File: config.mk
export PLATFORM = sky130hd
export DESIGN_NAME = psu_front
export DESIGN_NICKNAME = d
export VERILOG_FILES = /design/src/sv/psu_pkg.sv /design/src/sv/psu_front.sv
export SDC_FILE = /design/constraint.sdc
export NUM_CORES = 1
export LEC_CHECK = 0
export BUFFER_PORTS_ARGS = -buffer_cell sky130_fd_sc_hd__buf_4
export CAP_MARGIN = 10
export CELL_PAD_IN_SITES_DETAIL_PLACEMENT = 0
export CELL_PAD_IN_SITES_GLOBAL_PLACEMENT = 1
export CORE_MARGIN = 2
export CORE_UTILIZATION = 45
export CTS_CLUSTER_DIAMETER = 50
export DETAILED_ROUTE_END_ITERATION = 12
export PLACE_DENSITY = 0.92
export SYNTH_ARGS = -nofsm -noshare
export SYNTH_HDL_FRONTEND = slang
export SYNTH_SLANG_ARGS = --single-unit
File: constraint.sdc
create_clock -name clk_i -period 11 [get_ports clk_i]
set_input_delay 2.2 -clock clk_i [delete_from_list [all_inputs] [get_ports clk_i]]
set_output_delay 2.2 -clock clk_i [all_outputs]
set_load 0.05 [all_outputs]
File: src/sv/psu_pkg.sv
// psu_pkg: shared types, codes and helper functions of the png scanline unfilter
// used by psu_cfg, psu_front, psu_recon and png_scanline_unfilter_core
// no dependencies

package psu_pkg;

  // default for the widest supported row, in pixels
  localparam int MAX_WIDTH_DEFAULT = 2048;

  // configuration port
  localparam int PADDR_W = 4;
  localparam int PDATA_W = 32;

  localparam logic [1:0] REG_ROW_WIDTH = 2'd0;
  localparam logic [1:0] REG_HEIGHT    = 2'd1;
  localparam logic [1:0] REG_HAS_ALPHA = 2'd2;

  localparam logic [11:0] ROW_WIDTH_RESET = 12'd1;
  localparam logic [15:0] HEIGHT_RESET    = 16'd1;

  // filter type codes as they appear in the stream
  localparam logic [7:0] FILT_CODE_SUB   = 8'd1;
  localparam logic [7:0] FILT_CODE_UP    = 8'd2;
  localparam logic [7:0] FILT_CODE_AVG   = 8'd3;
  localparam logic [7:0] FILT_CODE_PAETH = 8'd4;

  // storage slots, bgra order
  localparam logic [1:0] SLOT_BLUE  = 2'd0;
  localparam logic [1:0] SLOT_GREEN = 2'd1;
  localparam logic [1:0] SLOT_RED   = 2'd2;
  localparam logic [1:0] SLOT_ALPHA = 2'd3;

  localparam logic [15:0] ROW_MAX = 16'hFFFF;

  typedef enum logic [2:0] {
    FILT_NONE,
    FILT_SUB,
    FILT_UP,
    FILT_AVG,
    FILT_PAETH
  } psu_filt_e;

  typedef struct packed {
    logic [11:0] row_width;
    logic [15:0] height;
    logic        has_alpha;
  } psu_cfg_t;

  // one data byte on its way from the front stage to reconstruction
  typedef struct packed {
    logic [7:0]  val;
    logic [10:0] column;
    logic [15:0] row;
    logic [1:0]  slot;
    logic        stored;
    logic        col_nz;
    logic        row_nz;
    psu_filt_e   filt;
    logic        ovf;
    logic        clr;     // first data byte of a new image, neighbor registers start at zero
  } psu_item_t;

  function automatic psu_filt_e filt_decode(input logic [7:0] code);
    psu_filt_e f;
    unique case (code)
      FILT_CODE_SUB:   f = FILT_SUB;
      FILT_CODE_UP:    f = FILT_UP;
      FILT_CODE_AVG:   f = FILT_AVG;
      FILT_CODE_PAETH: f = FILT_PAETH;
      default:         f = FILT_NONE;
    endcase
    return f;
  endfunction

  // stream channel order rgba to storage slot
  function automatic logic [1:0] slot_of(input logic [1:0] ch);
    logic [1:0] s;
    unique case (ch)
      2'd0:    s = SLOT_RED;
      2'd1:    s = SLOT_GREEN;
      2'd2:    s = SLOT_BLUE;
      default: s = SLOT_ALPHA;
    endcase
    return s;
  endfunction

  function automatic logic [7:0] paeth_pred(input logic [7:0] a, input logic [7:0] b,
                                            input logic [7:0] c);
    logic signed [10:0] p;
    logic signed [10:0] pa;
    logic signed [10:0] pb;
    logic signed [10:0] pc;
    logic [7:0]         r;
    p  = $signed({3'b000, a}) + $signed({3'b000, b}) - $signed({3'b000, c});
    pa = p - $signed({3'b000, a});
    pb = p - $signed({3'b000, b});
    pc = p - $signed({3'b000, c});
    if (pa < 0) pa = -pa;
    if (pb < 0) pb = -pb;
    if (pc < 0) pc = -pc;
    if (pa <= pb && pa <= pc) r = a;
    else if (pb <= pc) r = b;
    else r = c;
    return r;
  endfunction

endpackage

File: src/sv/psu_front.sv
// psu_front: position tracking, filter byte capture and item register of the unfilter
// depends on psu_pkg

module psu_front import psu_pkg::*; #(
  parameter int MAX_WIDTH = MAX_WIDTH_DEFAULT,
  localparam int CW  = (MAX_WIDTH > 1) ? $clog2(MAX_WIDTH) : 1,
  localparam int WCW = $clog2(MAX_WIDTH + 1),
  localparam int AW  = $clog2(MAX_WIDTH * 4)
) (
  input  logic          clk_i,
  input  logic          rst_ni,
  input  psu_cfg_t      cfg_i,
  input  logic          accept_i,
  input  logic          move_i,
  input  logic          image_start_i,
  input  logic [7:0]    data_byte_i,
  output logic          rd_en_o,
  output logic [AW-1:0] rd_addr_o,
  output logic          item_valid_o,
  output psu_item_t     item_o
);

  logic [CW-1:0]  col_q, col_d, cur_col;
  logic [15:0]    row_q, row_d, cur_row;
  logic [1:0]     ch_q, ch_d, cur_ch;
  psu_filt_e      filt_q, filt_d, cur_filt;
  logic           await_q, await_d, cur_await;
  logic           ovf_q, ovf_d, cur_ovf;
  logic           clr_q;
  logic           item_valid_q;
  psu_item_t      item_q, item_d;

  logic           is_filter;
  logic           stored;
  logic [1:0]     slot;
  logic [2:0]     bpp;
  logic [WCW-1:0] width_eff;
  logic           last_ch;
  logic           last_col;

  always_comb begin
    // image start clears position before the byte is looked at
    cur_col   = image_start_i ? '0 : col_q;
    cur_row   = image_start_i ? '0 : row_q;
    cur_ch    = image_start_i ? '0 : ch_q;
    cur_filt  = image_start_i ? FILT_NONE : filt_q;
    cur_await = image_start_i ? 1'b1 : await_q;
    cur_ovf   = image_start_i ? 1'b0 : ovf_q;

    is_filter = (cur_col == '0) && (cur_ch == 2'd0) && cur_await;
    slot      = slot_of(cur_ch);
    stored    = cur_row < cfg_i.height;
    bpp       = cfg_i.has_alpha ? 3'd4 : 3'd3;

    if (cfg_i.row_width == 12'd0) width_eff = WCW'(1);
    else if (32'(cfg_i.row_width) > MAX_WIDTH) width_eff = WCW'(MAX_WIDTH);
    else width_eff = WCW'(cfg_i.row_width);

    last_ch  = ({1'b0, cur_ch} + 3'd1) >= bpp;
    last_col = (WCW'(cur_col) + WCW'(1)) >= width_eff;

    col_d   = cur_col;
    row_d   = cur_row;
    ch_d    = cur_ch;
    filt_d  = cur_filt;
    await_d = cur_await;
    ovf_d   = cur_ovf;

    if (is_filter) begin
      filt_d  = filt_decode(data_byte_i);
      await_d = 1'b0;
    end else begin
      await_d = 1'b1;
      ovf_d   = cur_ovf | ~stored;
      if (last_ch) begin
        ch_d = 2'd0;
        if (last_col) begin
          col_d = '0;
          if (cur_row != ROW_MAX) row_d = cur_row + 16'd1;
        end else begin
          col_d = cur_col + CW'(1);
        end
      end else begin
        ch_d = cur_ch + 2'd1;
      end
    end

    item_d = '{
      val:    data_byte_i,
      column: 11'(cur_col),
      row:    cur_row,
      slot:   slot,
      stored: stored,
      col_nz: cur_col != '0,
      row_nz: cur_row != 16'd0,
      filt:   cur_filt,
      ovf:    cur_ovf | ~stored,
      clr:    clr_q
    };
  end

  always_ff @(posedge clk_i or negedge rst_ni) begin
    if (!rst_ni) begin
      col_q        <= '0;
      row_q        <= '0;
      ch_q         <= '0;
      filt_q       <= FILT_NONE;
      await_q      <= 1'b1;
      ovf_q        <= 1'b0;
      clr_q        <= 1'b0;
      item_valid_q <= 1'b0;
    end else begin
      if (accept_i) begin
        col_q   <= col_d;
        row_q   <= row_d;
        ch_q    <= ch_d;
        filt_q  <= filt_d;
        await_q <= await_d;
        ovf_q   <= ovf_d;
        // an image start byte is always a filter byte, so this marks the next data byte
        clr_q   <= image_start_i;
      end
      if (accept_i) item_valid_q <= ~is_filter;
      else if (move_i) item_valid_q <= 1'b0;
    end
  end

  always_ff @(posedge clk_i) begin
    if (accept_i && !is_filter) item_q <= item_d;
  end

  assign rd_en_o      = accept_i && !is_filter;
  assign rd_addr_o    = AW'({cur_col, slot});
  assign item_valid_o = item_valid_q;
  assign item_o       = item_q;

  // a filter byte never turns into a result
  a_filter_no_item: assert property (@(posedge clk_i) disable iff (!rst_ni)
    accept_i && is_filter |=> !item_valid_q)
    else $error("filter byte produced an item");

  // rows only move forward inside one image
  a_row_monotonic: assert property (@(posedge clk_i) disable iff (!rst_ni)
    accept_i && !image_start_i |=> row_q >= $past(row_q))
    else $error("row went backwards without image start");

  // a waiting item is held until it moves on
  a_item_hold: assert property (@(posedge clk_i) disable iff (!rst_ni)
    item_valid_q && !move_i && !accept_i |=> item_valid_q && $stable(item_q))
    else $error("waiting item lost or changed");

endmodule

==> flow_summary.json, run 1 <==
{
  "drive_above_1_share": 0.237,
  "port_buffers": 101,
  "synth-seq-cells": 81,
  "p_leak_nw": 2.59,
  "setup_viol_count_final": 0,
  "critical_path_required_ns": 8.80,
  "synth_edf_count": 45,
  "wl_per_cell_um": 15.7,
  "crit_type": "in -> out",
  "num_antenna_cells": 0,
  "async_flop_share": 0.444,
  "route.vias.total": 3570,
  "cp-start-kind": "input port",
  "fin_skew_ns": 0.0128,
  "worstPathArrival_ns": 3.77,
  "cts_tree": "yes",
  "path_cells": "buf_4 > nor2b_1 > inv_1 > ha_1 > nand2_1 > nor2_1 > nor2_4 > buf_4",
  "drv_cap": 0,
  "finalSetupTns_ns": 0,
  "syn-cell-area_sq_um": 4600,
  "track_usage": 0.193,
  "placed_area_sq_um": 5380,
  "clock_latency_ns": 0.36,
  "grt_pass1_wl_mm": 17.1,
  "initial_utilization": 0.466,
  "crit_slowest_cell": "buf_4",
  "via_per_inst": 5.38,
  "synth.area.top_cells": "edfxtp_1 (29%), dfrtp_1 (19%), ha_1 (9.8%)",
  "synth-main-ff-cell": "edfxtp_1",
  "dp_hpwl_mm": 7.67,
  "drtPass1Iterations": 4,
  "synth.distinct_cells": 51,
  "clockRootBuffer": "clkbuf_8",
  "synth_top_area_share": 0.294,
  "synth.avg_cell_area_sq_um": 10.5,
  "worst-path-buf-inv": 3,
  "drc": 0,
  "rsz0062_at_grt": "false",
  "cp_slowest_stage_delay_ns": 0.37,
  "min_period_ns": 5.97,
  "crit_family": "simple AND/OR/NAND/NOR gates",
  "grt.overflow.total": 0,
  "drtIter0Drc": 183,
  "maxSlewViolCount": 0,
  "cts_resized": 0,
  "final_area_sq_um": 5560,
  "yosysSeqAreaShare": 0.490,
  "core_sq_um": 9860,
  "row_count": 36,
  "clkSinkCount": 81,
  "fin_hold_ws_ns": 0.473,
  "max_slew_margin": 0.368,
  "cts_buffers": 9,
  "grt_max_degree": 50,
  "p_per_area_nw_per_um2": 163,
  "final_core_util": 0.563,
  "gp_congestion": 0.904,
  "ctsHoldBuffers": 0,
  "ctsHtreeMaxLevel": 3,
  "synth_largest_area_cell": "edfxtp_1",
  "crit_top_cell": "buf_4",
  "cts.clk_slew.worst_paths_ns": 0.08,
  "area_delta_synth_final_pct": 20.9,
  "hold_path_class": "reg -> reg",
  "tightest_slew_ns": 0.945,
  "grt_pass1_vias": 3487,
  "power_uw": 905,
  "nNetsFinal": 604,
  "finalCritPeriodShare": 0.542,
  "die_area_sq_um": 11000,
  "die-height_um": 105,
  "clockBufferDepth": 2,
  "synthCells": 439,
  "die_w_um": 105,
  "status": "completed",
  "finalWirelength_mm": 10.4,
  "synth_nets": 517,
  "antenna_found_initial": 0,
  "path_max_fanout": 45,
  "max-vdd-ir-drop_uv": 81.1,
  "final_hold_viol_count": 0,
  "ant_nets": 0,
  "ioPinCount": 102,
  "crit_path_end_kind": "primary output",
  "post-cts-setup-buffer-count": 0,
  "yosysWarnings": 0,
  "fmax_ghz": 0.168
}
## power breakdown
| group | total [mW] | internal (mW) | leakage [nW] | switching, mW |
|---|---|---|---|---|
| Combinational | 0.314 | 0.0841 | 1.60 | 0.229 |
| Sequential | 0.393 | 0.375 | 0.923 | 0.0175 |
| Clock | 0.198 | 0.0833 | 0.0745 | 0.115 |
| Total | 0.905 | 0.543 | 2.59 | 0.362 |
## synth_stat cells (9+ instances only)
master and instances:
clkbuf_1 9, xnor2_1 12, nor2_1 25, buf_4 13
nand2_1 51, nor4_1 9, nand4_1 12, edfxtp_1 45
nand3_1 9, inv_1 31, nor2b_1 28, ha_1 36
o21ai_0 11, xor2_1 10, dfrtp_1 35
## per-stage QoR
stage,setup slack (ns),std cells
finish,5.03,664
global route,4.88,664
CTS,5.01,664
detailed placement,4.93,648
global placement,5.09,648
floorplan,2.93,439
## logic make-up after synthesis
family / synth area share
compound gates: 0.0991
xor+xnor: 0.0419
fa+ha+maj: 0.0980
buf+inv: 0.0596
flops: 0.490
mux: 0.00218
simple gates: 0.209
## worst paths after layout
kind	depth (start not counted)	slack [ns]	start	endpoint
max in group asynchronous	1	8.82	rst_ni	await_q
min	0	0.47	clr_q	item_o[0]
max	8	5.03	image_start_i	rd_en_o
min in group asynchronous	1	1.81	rst_ni	filt_q[2]
max reg2reg	14	6.97	col_q[1]	row_q[13]
min reg2reg	0	0.47	clr_q	item_o[0]
## layer usage
metal  share of wire  GRT usage  up-vias
met2            0.47      0.301      117
met5               0          0        -
met4           0.012     0.0667        0
met1            0.46      0.271     1702
met3           0.060     0.0368       11
li1                -          -     1740
## state kept, by name (all words and copies together), names as in the netlist
register	count
await_q	1
item_o	45
clr_q	1
col_q	11
ch_q	2
item_valid_o	1
row_q	16
ovf_q	1
filt_q	3
## area by class of cell
class,instances,area [sq um]
flip-flops and latches,81,2250
well taps,133,166
fillers,877,4310
clock inverters,7,55.1
clock buffers,9,124
multi-input cells,301,2080
inverters,31,116
repair buffers,102,766
## placed cells by master, fill, tap and decap left out, types with 6 or more instances in the layout
| cell type | synthesis | final |
|---|---|---|
| xnor2_1 | 12 | 12 |
| a21o_1 | 8 | 8 |
| a22o_1 | 8 | 8 |
| dfrtp_1 | 35 | 35 |
| nor2b_1 | 28 | 28 |
| nand2b_1 | 7 | 7 |
| buf_4 | 13 | 102 |
| nor3_1 | 8 | 8 |
| inv_1 | 31 | 31 |
| ha_1 | 36 | 36 |
| clkbuf_8 | 0 | 9 |
| nor4_1 | 9 | 9 |
| a21oi_1 | 8 | 8 |
| nand2_1 | 51 | 51 |
| xor2_1 | 10 | 10 |
| nand3_1 | 9 | 9 |
| and3_1 | 6 | 6 |
| nor2_1 | 25 | 24 |
| o21ai_0 | 11 | 11 |
| nand4_1 | 12 | 12 |
| edfxtp_1 | 45 | 45 |
Power figures use the tool's default switching activity.
==> run 2: changes to the inputs <==
- CORE_UTILIZATION: 45 -> 38
- PLACE_DENSITY: 0.92 -> 0.83
- clock period: 11 -> 4.85 ns (I/O delays scaled with it)
==> run 2 against run 1 <==
  * Clock power rose to 3.4 times the previous value
  * Critical path depth up 8
  * Largest power group unchanged
  * Final cell count up 2.6%
  * Register-to-register slack worse by 5.9 ns
  * Design area up 2.8%
  * Flip-flop and latch count unchanged
  * Sequential power up 130%
  * Clock skew down 0.0051 ns
  * Largest cell class unchanged
  * Die area up 18%
  * Setup slack worse by 4.3 ns
  * Global-route usage down 2.1 points
==> flow_summary.json, run 2 (synthesized netlist as in run 1, its figures left out) <==
{
  "grt_max_degree": 50,
  "grt_pass1_wl_mm": 17.6,
  "die_w_um": 114,
  "core_sq_um": 11900,
  "clockRootBuffer": "clkbuf_16",
  "clockBufferDepth": 2,
  "crit_path_end_kind": "flop",
  "gp_congestion": 0.895,
  "max_slew_margin": 0.331,
  "cts_buffers": 9,
  "ctsHtreeMaxLevel": 3,
  "setup_viol_count_final": 0,
  "port_buffers": 101,
  "clkSinkCount": 81,
  "drv_cap": 0,
  "crit_slowest_cell": "o21a_1",
  "finalWirelength_mm": 10.8,
  "dp_hpwl_mm": 7.79,
  "crit_end": "row_q[8]",
  "path_max_fanout": 18,
  "fin_skew_ns": 0.00768,
  "rsz0062_at_grt": "false",
  "grt.overflow.total": 0,
  "die-height_um": 114,
  "maxSlewViolCount": 0,
  "min_period_ns": 4.14,
  "cp_slowest_stage_delay_ns": 0.62,
  "drtPass1Iterations": 4,
  "fillers": 1095,
  "finalCritPeriodShare": 0.853,
  "fmax_ghz": 0.242,
  "drive_above_1_share": 0.240,
  "largest_reg_flops": 45,
  "r2r-start": "col_q[1]",
  "row_count": 40,
  "route.vias.total": 3555,
  "cp-start-kind": "input port",
  "die_area_sq_um": 13000,
  "cts.clk_slew.worst_paths_ns": 0.06,
  "p_per_area_nw_per_um2": 402,
  "cts_tree": "yes",
  "nNetsFinal": 607,
  "p_leak_nw": 2.68,
  "cp.depth": 16,
  "initial_utilization": 0.386,
  "finalSetupTns_ns": 0,
  "final_cell_mix": "buf_4 (105), nand2_1 (51), edfxtp_1 (45), ha_1 (36), dfrtp_1 (35)",
  "critical_path_required_ns": 5.06,
  "rrSetupSlack_ns": 1.05,
  "dp.cells": 665,
  "area_delta_synth_final_pct": 24.3,
  "final_hold_viol_count": 0,
  "ant_nets": 0,
  "track_usage": 0.172,
  "ctsHoldBuffers": 0,
  "clock_latency_ns": 0.34,
  "final_common_cell": "buf_4",
  "final_core_util": 0.480,
  "via_per_inst": 5.22,
  "post-cts-setup-buffer-count": 0,
  "path_cells": "buf_4 > nor2b_1 > ha_1 > nand4_1 > nor3b_1 > buf_4 > and3_1 > nand3_1 > xnor2_1 > ha_1 > nand2_1 > nor2_1 > a211oi_1 > o21a_1 > nor4_1 > xnor2_1",
  "worst-path-buf-inv": 2,
  "max-vdd-ir-drop_uv": 187,
  "crit_type": "in -> reg",
  "reg2reg_depth": 15,
  "drc": 0,
  "num_antenna_cells": 0,
  "crit_family": "simple AND/OR/NAND/NOR gates",
  "hold_path_class": "reg -> reg",
  "status": "completed",
  "ioPinCount": 102,
  "cts_resized": 0,
  "grt_pass1_vias": 3573,
  "antenna_found_initial": 0,
  "r2r_end": "row_q[8]",
  "worstPathArrival_ns": 4.35,
  "tightest_slew_ns": 0.999,
  "final_cells": 681,
  "crit_path_start": "image_start_i",
  "wl_per_cell_um": 15.8,
  "drtIter0Drc": 187
}
## run 2: changes by cell type in the layout (fill, tap and decap cells not counted), sizes merged
cell / before / now
clkinvlp: 5 / 1
clkinv: 0 / 1
bufinv: 0 / 1
buf: 102 / 105
clkbuf: 9 / 10
inv: 33 / 34
## run 2: worst reg2reg max path: stages (launching register included)
cell and delay (ns):
dfrtp_1 0.37, nor2b_1 0.29, ha_1 0.32, nand4_1 0.13, nor3b_1 0.23, buf_4 0.16
and3_1 0.22, nand3_1 0.11, xnor2_1 0.23, ha_1 0.28, nand2_1 0.06, nor2_1 0.04
a211oi_1 0.24, o21a_1 0.62, nor4_1 0.18, xnor2_1 0.17
## run 2: final cells by class
type	count	area [sq um]	area share
timing repair buffer	105	788	0.138
clock buffer	10	229	0.0401
sequential	81	2250	0.394
multi-input combinational	301	2080	0.363
inverter	31	116	0.0204
tap	147	184	0.0322
clock inverter	6	66.3	0.0116
## run 2: worst min path at each step
stage,to,slack [ns],depth (start not counted),from
after floorplan,item_o[0],0.42,0,clr_q
after global placement,item_o[0],0.43,0,clr_q
after detailed placement,item_o[0],0.45,0,clr_q
after CTS,item_o[0],0.46,0,clr_q
after global routing,item_o[0],0.48,0,clr_q
final,item_o[0],0.46,0,clr_q
## run 2: metal layers
metal  global-route usage  vias to the layer above  part of all wire
met5                    0                        -                 0
met4               0.0602                        0             0.016
met3               0.0414                       13             0.054
met2                0.272                       79              0.49
met1                0.232                     1726              0.44
li1                     -                     1737                 -
## run 2: power by group
part	internal (mW)	leakage (nW)	switching, mW	total (mW)
logic	0.192	1.61	0.529	0.720
clock network	0.402	0.144	0.280	0.682
registers	0.853	0.923	0.0390	0.892
total	1.45	2.68	0.848	2.29
## run 2: through the flow
stage	setup WS, ns	area [sq um]	power, mW	hold WS [ns]
finish	0.713	5710	2.29	0.460
global route	0.423	5710	2.39	0.476
CTS	0.713	5710	2.32	0.465
detailed placement	0.371	5420	1.63	0.452
global placement	0.511	5420	1.62	0.433
floorplan	0.246	4600	1.40	0.425
