$ cat src/sv/psu_pkg.sv
// psu_pkg: shared types, codes and helper functions of the png scanline unfilter
// used by psu_cfg, psu_front, psu_recon and png_scanline_unfilter_core
// no dependencies

package psu_pkg;

  // default for the widest supported row, in pixels
  localparam int MAX_WIDTH_DEFAULT = 2048;

  // configuration port
  localparam int PADDR_W = 4;
  localparam int PDATA_W = 32;

  localparam logic [1:0] REG_ROW_WIDTH = 2'd0;
  localparam logic [1:0] REG_HEIGHT    = 2'd1;
  localparam logic [1:0] REG_HAS_ALPHA = 2'd2;

  localparam logic [11:0] ROW_WIDTH_RESET = 12'd1;
  localparam logic [15:0] HEIGHT_RESET    = 16'd1;

  // filter type codes as they appear in the stream
  localparam logic [7:0] FILT_CODE_SUB   = 8'd1;
  localparam logic [7:0] FILT_CODE_UP    = 8'd2;
  localparam logic [7:0] FILT_CODE_AVG   = 8'd3;
  localparam logic [7:0] FILT_CODE_PAETH = 8'd4;

  // storage slots, bgra order
  localparam logic [1:0] SLOT_BLUE  = 2'd0;
  localparam logic [1:0] SLOT_GREEN = 2'd1;
  localparam logic [1:0] SLOT_RED   = 2'd2;
  localparam logic [1:0] SLOT_ALPHA = 2'd3;

  localparam logic [15:0] ROW_MAX = 16'hFFFF;

  typedef enum logic [2:0] {
    FILT_NONE,
    FILT_SUB,
    FILT_UP,
    FILT_AVG,
    FILT_PAETH
  } psu_filt_e;

  typedef struct packed {
    logic [11:0] row_width;
    logic [15:0] height;
    logic        has_alpha;
  } psu_cfg_t;

  // one data byte on its way from the front stage to reconstruction
  typedef struct packed {
    logic [7:0]  val;
    logic [10:0] column;
    logic [15:0] row;
    logic [1:0]  slot;
    logic        stored;
    logic        col_nz;
    logic        row_nz;
    psu_filt_e   filt;
    logic        ovf;
    logic        clr;     // first data byte of a new image, neighbor registers start at zero
  } psu_item_t;

  function automatic psu_filt_e filt_decode(input logic [7:0] code);
    psu_filt_e f;
    unique case (code)
      FILT_CODE_SUB:   f = FILT_SUB;
      FILT_CODE_UP:    f = FILT_UP;
      FILT_CODE_AVG:   f = FILT_AVG;
      FILT_CODE_PAETH: f = FILT_PAETH;
      default:         f = FILT_NONE;
    endcase
    return f;
  endfunction

  // stream channel order rgba to storage slot
  function automatic logic [1:0] slot_of(input logic [1:0] ch);
    logic [1:0] s;
    unique case (ch)
      2'd0:    s = SLOT_RED;
      2'd1:    s = SLOT_GREEN;
      2'd2:    s = SLOT_BLUE;
      default: s = SLOT_ALPHA;
    endcase
    return s;
  endfunction

  function automatic logic [7:0] paeth_pred(input logic [7:0] a, input logic [7:0] b,
                                            input logic [7:0] c);
    logic signed [10:0] p;
    logic signed [10:0] pa;
    logic signed [10:0] pb;
    logic signed [10:0] pc;
    logic [7:0]         r;
    p  = $signed({3'b000, a}) + $signed({3'b000, b}) - $signed({3'b000, c});
    pa = p - $signed({3'b000, a});
    pb = p - $signed({3'b000, b});
    pc = p - $signed({3'b000, c});
    if (pa < 0) pa = -pa;
    if (pb < 0) pb = -pb;
    if (pc < 0) pc = -pc;
    if (pa <= pb && pa <= pc) r = a;
    else if (pb <= pc) r = b;
    else r = c;
    return r;
  endfunction

endpackage

$ cat src/sv/psu_cfg.sv
// psu_cfg: apb-style configuration registers of the scanline unfilter
// depends on psu_pkg

module psu_cfg import psu_pkg::*; (
  input  logic               clk_i,
  input  logic               rst_ni,
  input  logic               psel,
  input  logic               penable,
  input  logic               pwrite,
  input  logic [PADDR_W-1:0] paddr,
  input  logic [PDATA_W-1:0] pwdata,
  output logic [PDATA_W-1:0] prdata,
  output logic               pready,
  output psu_cfg_t           cfg_o
);

  logic [11:0] row_width_q, row_width_d;
  logic [15:0] height_q, height_d;
  logic        has_alpha_q, has_alpha_d;
  logic        wr_en;
  logic [1:0]  reg_idx;

  assign pready  = 1'b1;
  assign wr_en   = psel && penable && pwrite;
  assign reg_idx = paddr[3:2];

  always_comb begin
    row_width_d = row_width_q;
    height_d    = height_q;
    has_alpha_d = has_alpha_q;
    if (wr_en) begin
      unique case (reg_idx)
        REG_ROW_WIDTH: row_width_d = pwdata[11:0];
        REG_HEIGHT:    height_d    = pwdata[15:0];
        REG_HAS_ALPHA: has_alpha_d = pwdata[0];
        default: ;
      endcase
    end
  end

  always_ff @(posedge clk_i or negedge rst_ni) begin
    if (!rst_ni) begin
      row_width_q <= ROW_WIDTH_RESET;
      height_q    <= HEIGHT_RESET;
      has_alpha_q <= 1'b0;
    end else begin
      row_width_q <= row_width_d;
      height_q    <= height_d;
      has_alpha_q <= has_alpha_d;
    end
  end

  always_comb begin
    unique case (reg_idx)
      REG_ROW_WIDTH: prdata = {20'd0, row_width_q};
      REG_HEIGHT:    prdata = {16'd0, height_q};
      REG_HAS_ALPHA: prdata = {31'd0, has_alpha_q};
      default:       prdata = '0;
    endcase
  end

  assign cfg_o = '{row_width: row_width_q, height: height_q, has_alpha: has_alpha_q};

endmodule

$ cat config.mk
export PLATFORM = sky130hd
export DESIGN_NAME = psu_cfg
export DESIGN_NICKNAME = d
export VERILOG_FILES = /design/src/sv/psu_pkg.sv /design/src/sv/psu_cfg.sv
export SDC_FILE = /design/constraint.sdc
export NUM_CORES = 1
export LEC_CHECK = 0
export BUFFER_PORTS_ARGS = -buffer_cell sky130_fd_sc_hd__buf_2
export CORE_MARGIN = 2
export CORE_UTILIZATION = 46
export CTS_BUF_LIST = sky130_fd_sc_hd__clkbuf_8
export CTS_CLUSTER_DIAMETER = 120
export DETAILED_ROUTE_END_ITERATION = 16
export PLACE_DENSITY = 0.87
export SYNTH_ARGS = -nofsm -noshare
export SYNTH_HDL_FRONTEND = slang
export SYNTH_SLANG_ARGS = --single-unit
$ cat constraint.sdc
create_clock -name clk_i -period 1.6 [get_ports clk_i]
set_clock_uncertainty 0.1 [all_clocks]
set_input_delay 0.32 -clock clk_i [delete_from_list [all_inputs] [get_ports clk_i]]
set_output_delay 0.32 -clock clk_i [all_outputs]
set_load 0.02 [all_outputs]
==> results.py, run 1 <==
metrics = {
    "floorplanning": {
        "die_h_um": 61.8,
        "die_area_mm2": 0.00382,
        "io_pins": 103,
        "num_rows": 20,
        "core_area_mm2": 0.00310,
        "start_util": 0.495,
        "die_w_um": 61.8,
    },
    "yosys": {
        "yosysUniqueCellTypes": 19,
        "synth-warning-count": 0,
        "synth_area_mm2": 0.00154,
        "yosysSeqAreaShare": 0.474,
        "synthCells": 118,
        "ys_seq_elements": 29,
        "synth_area_leaders": "dfrtp_1 44%, mux2_2 14%, buf_4 9.8%, mux2_4 9.8%, mux2i_1 7.8%",
        "syn_avg_cell_area_um2": 13.0,
        "yosysTopAreaCell": "dfrtp_1",
        "synth_top_area_share": 0.440,
    },
    "power": {
        "pwr-share-seq": 0.396,
        "max-vdd-ir-drop_mv": 0.854,
        "combPwrFrac": 0.355,
        "netSwitchingFraction": 0.352,
        "internal_power_mw": 1.70,
        "power.leakage_nw": 1.07,
        "powerDensity_mw_per_mm2": 1330,
        "p_switching_mw": 0.926,
        "power.share.clock": 0.249,
    },
    "global_routing": {
        "antenna_found_initial": 0,
        "grt_pass1_vias": 1010,
        "grt_pass1_wl_um": 4720,
        "use_met3": 0.0476,
        "met1_usage": 0.238,
        "globalRouteOverflowTotal": 0,
        "grtUsageMet2": 0.262,
        "grt_max_degree": 30,
        "grt_use_total": 0.174,
        "grt-busiest-layer": "met2",
    },
    "setup_path": {
        "path_max_fanout": 2,
        "end_kind": "output port",
        "crit_path_start_kind": "flop",
        "required_ps": 1180,
        "critPathArrivalTime_ps": 1120,
        "crit_chain": "mux2i_1 -> o21ai_1 -> buf_4",
        "slowest_delay_ps": 530,
        "crit_slowest_cell": "dfstp_2",
        "crit_type": "reg -> out",
    },
    "placement": {
        "dp_hpwl_um": 2280,
        "place_inst": 227,
        "place.gp.congestion": 0.684,
        "pre_cts_slack_ps": -18.7,
        "port_buffers": 67,
    },
    "clock_tree": {
        "clk_pin_slew_ps": 60,
        "tritoncts": "yes",
        "clock_path_buffers": 2,
        "cts.root.buffer_cell": "clkbuf_8",
        "clock-sinks": 29,
        "htree_num_levels": 2,
        "cts_inserted_buffers": 5,
        "clkLatencyLatePin_ps": 270,
    },
    "routing": {
        "drt_wl_total_um": 3000,
        "dr.pass1.iters": 4,
        "postRouteAntennaNets": 0,
        "num_vias": 1096,
        "first_iter_violations": 17,
        "wl_per_cell_um": 12.6,
        "viasPerCell": 4.61,
        "post-route-drc-count": 0,
    },
    "run_status": {
        "status": "finished clean",
    },
    "cells_and_area": {
        "nets": 234,
        "antenna_cells": 0,
        "post-route-util": 0.638,
        "drive_gt1_frac": 0.608,
        "fin_cells": 238,
        "area_delta_synth_final_pct": 28.9,
    },
    "sta": {
        "min_period_over_period": 0.964,
        "fmax_mhz": 648,
        "setup_viol": 0,
        "finalWorstSetupSlack_ps": 57.0,
        "hold_viol": 0,
        "rsz0062_at_grt": "yes",
        "min_period_ps": 1540,
        "worst_slew_pin_slew_ps": 623,
        "drv_slew": 0,
        "slew_headroom": 0.585,
    },
    "min_path": {
        "hp-class": "in -> reg",
    },
    "run": {
        "drv_cap": 0,
    },
}
==> power groups by stage <==
stage                     clock network, mW  registers (mW)  logic [mW]
after floorplan                           0            1.25       0.439
after global placement                    0            1.05       0.901
after detailed placement                  0            1.05       0.919
after CTS                             0.674            1.04       0.941
after global routing                  0.716            1.07       0.997
final                                 0.656            1.04       0.934
==> cell type report <==
cell class | instances | area, µm²
Fill cell | 250 | 1120
Sequential cell | 29 | 728
Multi-Input combinational cell | 80 | 679
Timing Repair Buffer | 77 | 415
Clock buffer | 7 | 96.3
Tap cell | 44 | 55.1
Clock inverter | 1 | 5.00
==> critical path: cells and delay by family (launching register included) <==
kind,cells,cell delay [ps]
compound gates,1,110
mux,1,60
buf+inv,1,150
flops,1,530
==> flip-flops by register name, indices dropped and copies added, names as in the netlist <==
signal / cells
row_width_q: 12
height_q: 16
has_alpha_q: 1
==> logic make-up after synthesis <==
logic type,share of synthesized area
multiplexers,0.315
AO/OA/AOI/OAI,0.00326
buffers and inverters,0.120
flip-flops,0.474
AND/OR/NAND/NOR,0.0823
other,0.00489
==> path summary, 6_finish.rpt <==
path                                           from                          to  slack (ps)  cells after the start
max                         height_q[0]$_DFFE_PN1P_                   prdata[0]          60                      3
min                                      pwdata[12]    height_q[12]$_DFFE_PN0P_         170                      2
max reg2reg                 height_q[0]$_DFFE_PN1P_     height_q[0]$_DFFE_PN1P_         690                      2
min reg2reg                height_q[15]$_DFFE_PN0P_    height_q[15]$_DFFE_PN0P_         420                      1
max in group asynchronous                    rst_ni  row_width_q[8]$_DFFE_PN0P_         490                      2
min in group asynchronous                    rst_ni     height_q[5]$_DFFE_PN0P_         500                      2
==> metal layers <==
layer	up-vias	share of wire
met3	5	0.075
li1	511	-
met4	0	0.011
met2	58	0.46
met1	522	0.45
met5	-	0
==> through the flow <==
step | TNS, ps | power [mW] | hold WS, ps | cell area (µm²)
final | 0 | 2.63 | 173 | 1980
after floorplan | 0 | 1.68 | -75.6 | 1590
after global routing | -6.86 | 2.78 | 161 | 1980
after CTS | 0 | 2.66 | 166 | 1980
after global placement | -71.7 | 1.95 | 272 | 1850
after detailed placement | -105 | 1.97 | 281 | 1850
==> cell usage in the layout, fill, tap and decap left out, types with 2 or more instances in the layout <==
cell type,synthesis,routed
conb_1,2,17
nor2_1,11,11
buf_4,20,10
mux2_2,19,19
mux2_4,10,10
clkbuf_8,0,7
mux2i_1,12,12
and2_1,4,4
buf_2,2,66
dfstp_2,2,2
dfrtp_1,27,27
==> repair_timing <==
| action | in CTS | in global routing |
|---|---|---|
| hold buffers | 1 | 0 |
| endpoints found under the hold margin | 27 | 0 |
| resized for setup | 0 | 2 |
| endpoints found under the setup margin | 1 | 1 |
| buffers inserted | 2 | 0 |
| pin swaps | 0 | 0 |
==> cell usage after synthesis (all sizes together) <==
cell,count
nor2b,1
nand3,1
nand3b,1
clkbuf,1
o21ai,1
dfstp,2
mux2,29
dfrtp,27
nor3,1
and2,4
nor3b,2
nor2,11
conb,2
mux2i,12
buf,23
Note: power is estimated with default switching activity, not from simulation.
==> run 2, diff against run 1 <==
- SETUP_SLACK_MARGIN: default -> 0.15
==> results.py, run 2 (synthesis results as in run 1) <==
metrics = {
    "clock_tree": {
        "cts_inserted_buffers": 5,
        "tritoncts": "yes",
        "cts.root.buffer_cell": "clkbuf_8",
        "clkLatencyLatePin_ps": 280,
        "clk_pin_slew_ps": 60,
        "htree_num_levels": 2,
        "clock_path_buffers": 2,
        "clock-sinks": 29,
    },
    "routing": {
        "wl_per_cell_um": 13.7,
        "first_iter_violations": 16,
        "viasPerCell": 4.72,
        "num_vias": 1226,
        "postRouteAntennaNets": 0,
        "dr.pass1.iters": 3,
        "drt_wl_total_um": 3560,
        "post-route-drc-count": 0,
    },
    "power": {
        "p_switching_mw": 1.01,
        "max-vdd-ir-drop_mv": 0.797,
        "power.share.clock": 0.227,
        "netSwitchingFraction": 0.346,
        "combPwrFrac": 0.426,
        "pwr-share-seq": 0.347,
        "internal_power_mw": 1.91,
        "power.leakage_nw": 1.19,
        "powerDensity_mw_per_mm2": 1290,
    },
    "run": {
        "drv_cap": 0,
    },
    "cells_and_area": {
        "drive_gt1_frac": 0.699,
        "top_regs": "height_q x16, row_width_q x12, has_alpha_q x1",
        "most-common-layout-cells": "53 x buf_2, 31 x buf_4, 27 x dfrtp_1, 19 x mux2_2, 17 x conb_1",
        "area_delta_synth_final_pct": 48.0,
        "final_common_cell": "buf_2",
        "nets": 256,
        "largest_register_ffs": 16,
        "antenna_cells": 0,
        "post-route-util": 0.732,
        "fin_cells": 260,
        "fillers": 225,
        "top_register": "height_q",
    },
    "min_path": {
        "hp-class": "in -> reg",
    },
    "setup_path": {
        "end_kind": "output port",
        "required_ps": 1180,
        "crit_path_start_kind": "flop",
        "critPathArrivalTime_ps": 1150,
        "path_max_fanout": 3,
        "crit_type": "reg -> out",
    },
    "sta": {
        "drv_slew": 0,
        "hold_viol": 0,
        "worst_slew_pin_slew_ps": 643,
        "min_period_over_period": 0.980,
        "setup_viol": 0,
        "slew_headroom": 0.572,
        "min_period_ps": 1570,
        "fmax_mhz": 638,
        "rsz0062_at_grt": "yes",
    },
    "global_routing": {
        "grt_use_total": 0.205,
        "antenna_found_initial": 0,
        "globalRouteOverflowTotal": 0,
        "grt_pass1_wl_um": 5490,
        "grt_max_degree": 30,
        "grt_pass1_vias": 1215,
    },
    "placement": {
        "port_buffers": 67,
        "place.gp.congestion": 0.686,
        "place_inst": 229,
        "dp_hpwl_um": 2350,
    },
    "floorplanning": {
        "start_util": 0.495,
        "io_pins": 103,
        "die_area_mm2": 0.00382,
        "num_rows": 20,
        "die_w_um": 61.8,
        "die_h_um": 61.8,
        "core_area_mm2": 0.00310,
    },
    "run_status": {
        "status": "finished clean",
    },
}
run 2: changes by cell type in the layout (fill, tap and decap cells not counted), sizes merged:
cell / before / now
buf: 76 / 98
run 2: worst paths after layout:
kind | slack [ps] | to | depth (start not counted) | startpoint
max | 30 | prdata[0] | 3 | row_width_q[0]$_DFFE_PN1P_
min | 170 | height_q[14]$_DFFE_PN0P_ | 2 | pwdata[14]
max reg2reg | 590 | height_q[5]$_DFFE_PN0P_ | 2 | height_q[5]$_DFFE_PN0P_
min reg2reg | 420 | height_q[13]$_DFFE_PN0P_ | 1 | height_q[13]$_DFFE_PN0P_
max in group asynchronous | 490 | height_q[7]$_DFFE_PN0P_ | 2 | rst_ni
min in group asynchronous | 500 | row_width_q[11]$_DFFE_PN0P_ | 2 | rst_ni
run 2: layout make-up:
| cell class | instances | area, µm² | share of cell area |
|---|---|---|---|
| clock buffers | 7 | 96.3 | 0.0424 |
| clock inverters | 1 | 5.00 | 0.00220 |
| multi-input cells | 80 | 709 | 0.312 |
| flip-flops and latches | 29 | 728 | 0.320 |
| well taps | 44 | 55.1 | 0.0242 |
| repair buffers | 99 | 678 | 0.298 |
run 2: timing repair:
item | in CTS | in global routing
resized for setup | 16 | 14
hold buffers | 1 | 0
setup endpoints to repair | 16 | 17
buffers inserted | 22 | 0
hold endpoints to repair | 27 | 0
pin swaps | 0 | 1
run 2: routing by layer:
metal | part of all wire | GRT usage
met1 | 0.38 | 0.211
met2 | 0.53 | 0.379
met3 | 0.083 | 0.0704
met4 | 0.0090 | 0.0851
met5 | 0 | 0
run 2: stage by stage:
step | hold slack, ps | setup TNS, ps | setup slack, ps | power (mW) | instance area [µm²]
floorplan | -75.6 | 0 | 106 | 1.71 | 1630
global placement | 274 | 0 | 53.4 | 1.97 | 1900
detailed placement | 279 | 0 | 44.6 | 1.99 | 1900
CTS | 159 | 0 | 23.1 | 2.89 | 2230
global route | 162 | -28.5 | -28.5 | 3.08 | 2270
finish | 166 | 0 | 32.1 | 2.92 | 2270
run 2: power groups by stage:
stage          clock, mW  sequential, mW  combinational, mW
4_1_cts            0.677            1.01               1.20
5_1_grt            0.708            1.04               1.33
3_5_place_dp           0            1.05              0.941
3_3_place_gp           0            1.04              0.922
6_report           0.663            1.01               1.24
2_1_floorplan          0            1.25              0.460
run 2: worst max-delay path: stages (launching register included):
cell	delay [ps]
dfstp_2	530
mux2i_1	60
o21ai_1	120
buf_4	150
==> run 3, diff against run 2 <==
- RECOVER_POWER: default -> 25
==> results.py, run 3 (synthesis results as in run 1) <==
metrics = {
    "setup_path": {
        "crit_start": "row_width_q[0]$_DFFE_PN1P_",
        "regToRegEndpoint": "height_q[5]$_DFFE_PN0P_",
        "r2r_start": "height_q[5]$_DFFE_PN0P_",
        "slowest_delay_ps": 530,
        "endpoint": "prdata[0]",
        "worst-path-stages": 3,
        "path_buf_inv": 1,
        "crit_path_start_kind": "flop",
        "crit_chain": "mux2i_1 -> o21ai_1 -> buf_4",
        "rr_worst_depth": 2,
        "end_kind": "output port",
        "critPathArrivalTime_ps": 1140,
        "path_delay_family": "flip-flops",
        "crit_slowest_cell": "dfstp_2",
        "rrSetupSlack_ps": 590,
        "crit_type": "reg -> out",
        "path_max_fanout": 3,
        "required_ps": 1180,
    },
    "clock_tree": {
        "clock-sinks": 29,
        "clock_path_buffers": 2,
        "clkLatencyLatePin_ps": 280,
        "tritoncts": "yes",
        "htree_num_levels": 2,
        "clk_pin_slew_ps": 60,
        "cts.root.buffer_cell": "clkbuf_8",
        "cts_inserted_buffers": 5,
    },
    "sta": {
        "worst_slew_pin_slew_ps": 715,
        "hold_viol": 0,
        "setup_viol": 0,
        "slew_headroom": 0.523,
        "rsz0062_at_grt": "yes",
        "fmax_mhz": 641,
        "min_period_over_period": 0.976,
        "drv_slew": 0,
        "min_period_ps": 1560,
    },
    "placement": {
        "placed_area_mm2": 0.00190,
        "port_buffers": 67,
        "place.gp.congestion": 0.686,
        "dp_hpwl_um": 2350,
    },
    "run": {
        "drv_cap": 0,
    },
    "global_routing": {
        "grt_pass1_wl_um": 5490,
        "grt_pass1_vias": 1215,
        "globalRouteOverflowTotal": 0,
        "grt_use_total": 0.205,
        "grt_max_degree": 30,
        "antenna_found_initial": 0,
    },
    "routing": {
        "post-route-drc-count": 0,
        "viasPerCell": 4.72,
        "wl_met3_um": 294,
        "drt-met1-wl_um": 1340,
        "first_iter_violations": 12,
        "num_vias": 1228,
        "drt_wl_total_um": 3560,
        "maxUsedRoutingLayer": "met4",
        "postRouteAntennaNets": 0,
        "dr.pass1.iters": 4,
        "met2WireLength_um": 1890,
        "wl_per_cell_um": 13.7,
    },
    "cells_and_area": {
        "final_common_cell": "buf_2",
        "largest_register_ffs": 16,
        "area_delta_synth_final_pct": 47.3,
        "post-route-util": 0.729,
        "top_register": "height_q",
        "nets": 256,
        "top_regs": "height_q x16, row_width_q x12, has_alpha_q x1",
        "drive_gt1_frac": 0.690,
        "most-common-layout-cells": "52 x buf_2, 29 x buf_4, 27 x dfrtp_1, 19 x mux2_2, 17 x conb_1",
        "finalInstanceArea_mm2": 0.00226,
        "antenna_cells": 0,
    },
    "power": {
        "max-vdd-ir-drop_mv": 0.793,
        "power.leakage_nw": 1.19,
        "powerDensity_mw_per_mm2": 1290,
    },
    "floorplanning": {
        "start_util": 0.495,
        "die_w_um": 61.8,
        "num_rows": 20,
        "die_h_um": 61.8,
        "core_area_mm2": 0.00310,
        "die_area_mm2": 0.00382,
        "io_pins": 103,
    },
    "min_path": {
        "hp-class": "in -> reg",
    },
    "run_status": {
        "status": "finished clean",
    },
}
==> run 3: changes by cell type in the layout (fill, tap and decap cells not counted), sizes merged <==
cell / change
buf: -3
clkbuf: +3
==> run 3: report_power, final <==
part / total (mW) / internal [mW] / switching, mW / leakage, nW
Sequential: 1.01 / 0.914 / 0.101 / 0.352
Clock: 0.662 / 0.388 / 0.274 / 0.0542
Combinational: 1.24 / 0.609 / 0.633 / 0.781
Total: 2.92 / 1.91 / 1.01 / 1.19
==> run 3: layout make-up <==
class                      instances  area [µm²]
clock buffer                       7        96.3
clock inverter                     1        5.00
fill                             228         842
multi-input combinational         80         704
sequential                        29         728
tap                               44        55.1
timing repair buffer              99         672
==> run 3: through the flow <==
stage               worst slack [ps]  hold WS, ps  cells  power (mW)  setup TNS [ps]
floorplan                        106        -75.6    133        1.71               0
finish                          39.1          166    260        2.92               0
CTS                             23.1          159    260        2.89               0
global placement                53.4          274    229        1.97               0
global route                   -28.5          162    260        3.08           -28.5
detailed placement              44.6          279    229        1.99               0
==> run 3: what timing repair did <==
item                                    CTS  global route
resized for setup                        16            14
endpoints found under the setup margin   16            17
setup buffers                            22             0
pin swaps                                 0             1
endpoints found under the hold margin    27             0
hold buffers                              1             0
==> run 3: routing by layer <==
metal / GRT usage / up-vias
met5: 0 / -
met4: 0.0851 / 0
met3: 0.0704 / 4
met2: 0.379 / 61
met1: 0.211 / 602
li1: - / 561
==> run 3: worst min path at each step <==
stage | slack [ps] | startpoint | cells past startpoint | end
final | 170 | pwdata[14] | 2 | height_q[14]$_DFFE_PN0P_
after global routing | 160 | pwdata[14] | 2 | height_q[14]$_DFFE_PN0P_
after CTS | 160 | pwdata[12] | 2 | height_q[12]$_DFFE_PN0P_
after detailed placement | 280 | rst_ni | 1 | row_width_q[10]$_DFFE_PN0P_
after global placement | 270 | rst_ni | 1 | row_width_q[10]$_DFFE_PN0P_
after floorplan | -80 | rst_ni | 0 | has_alpha_q$_DFFE_PN0P_
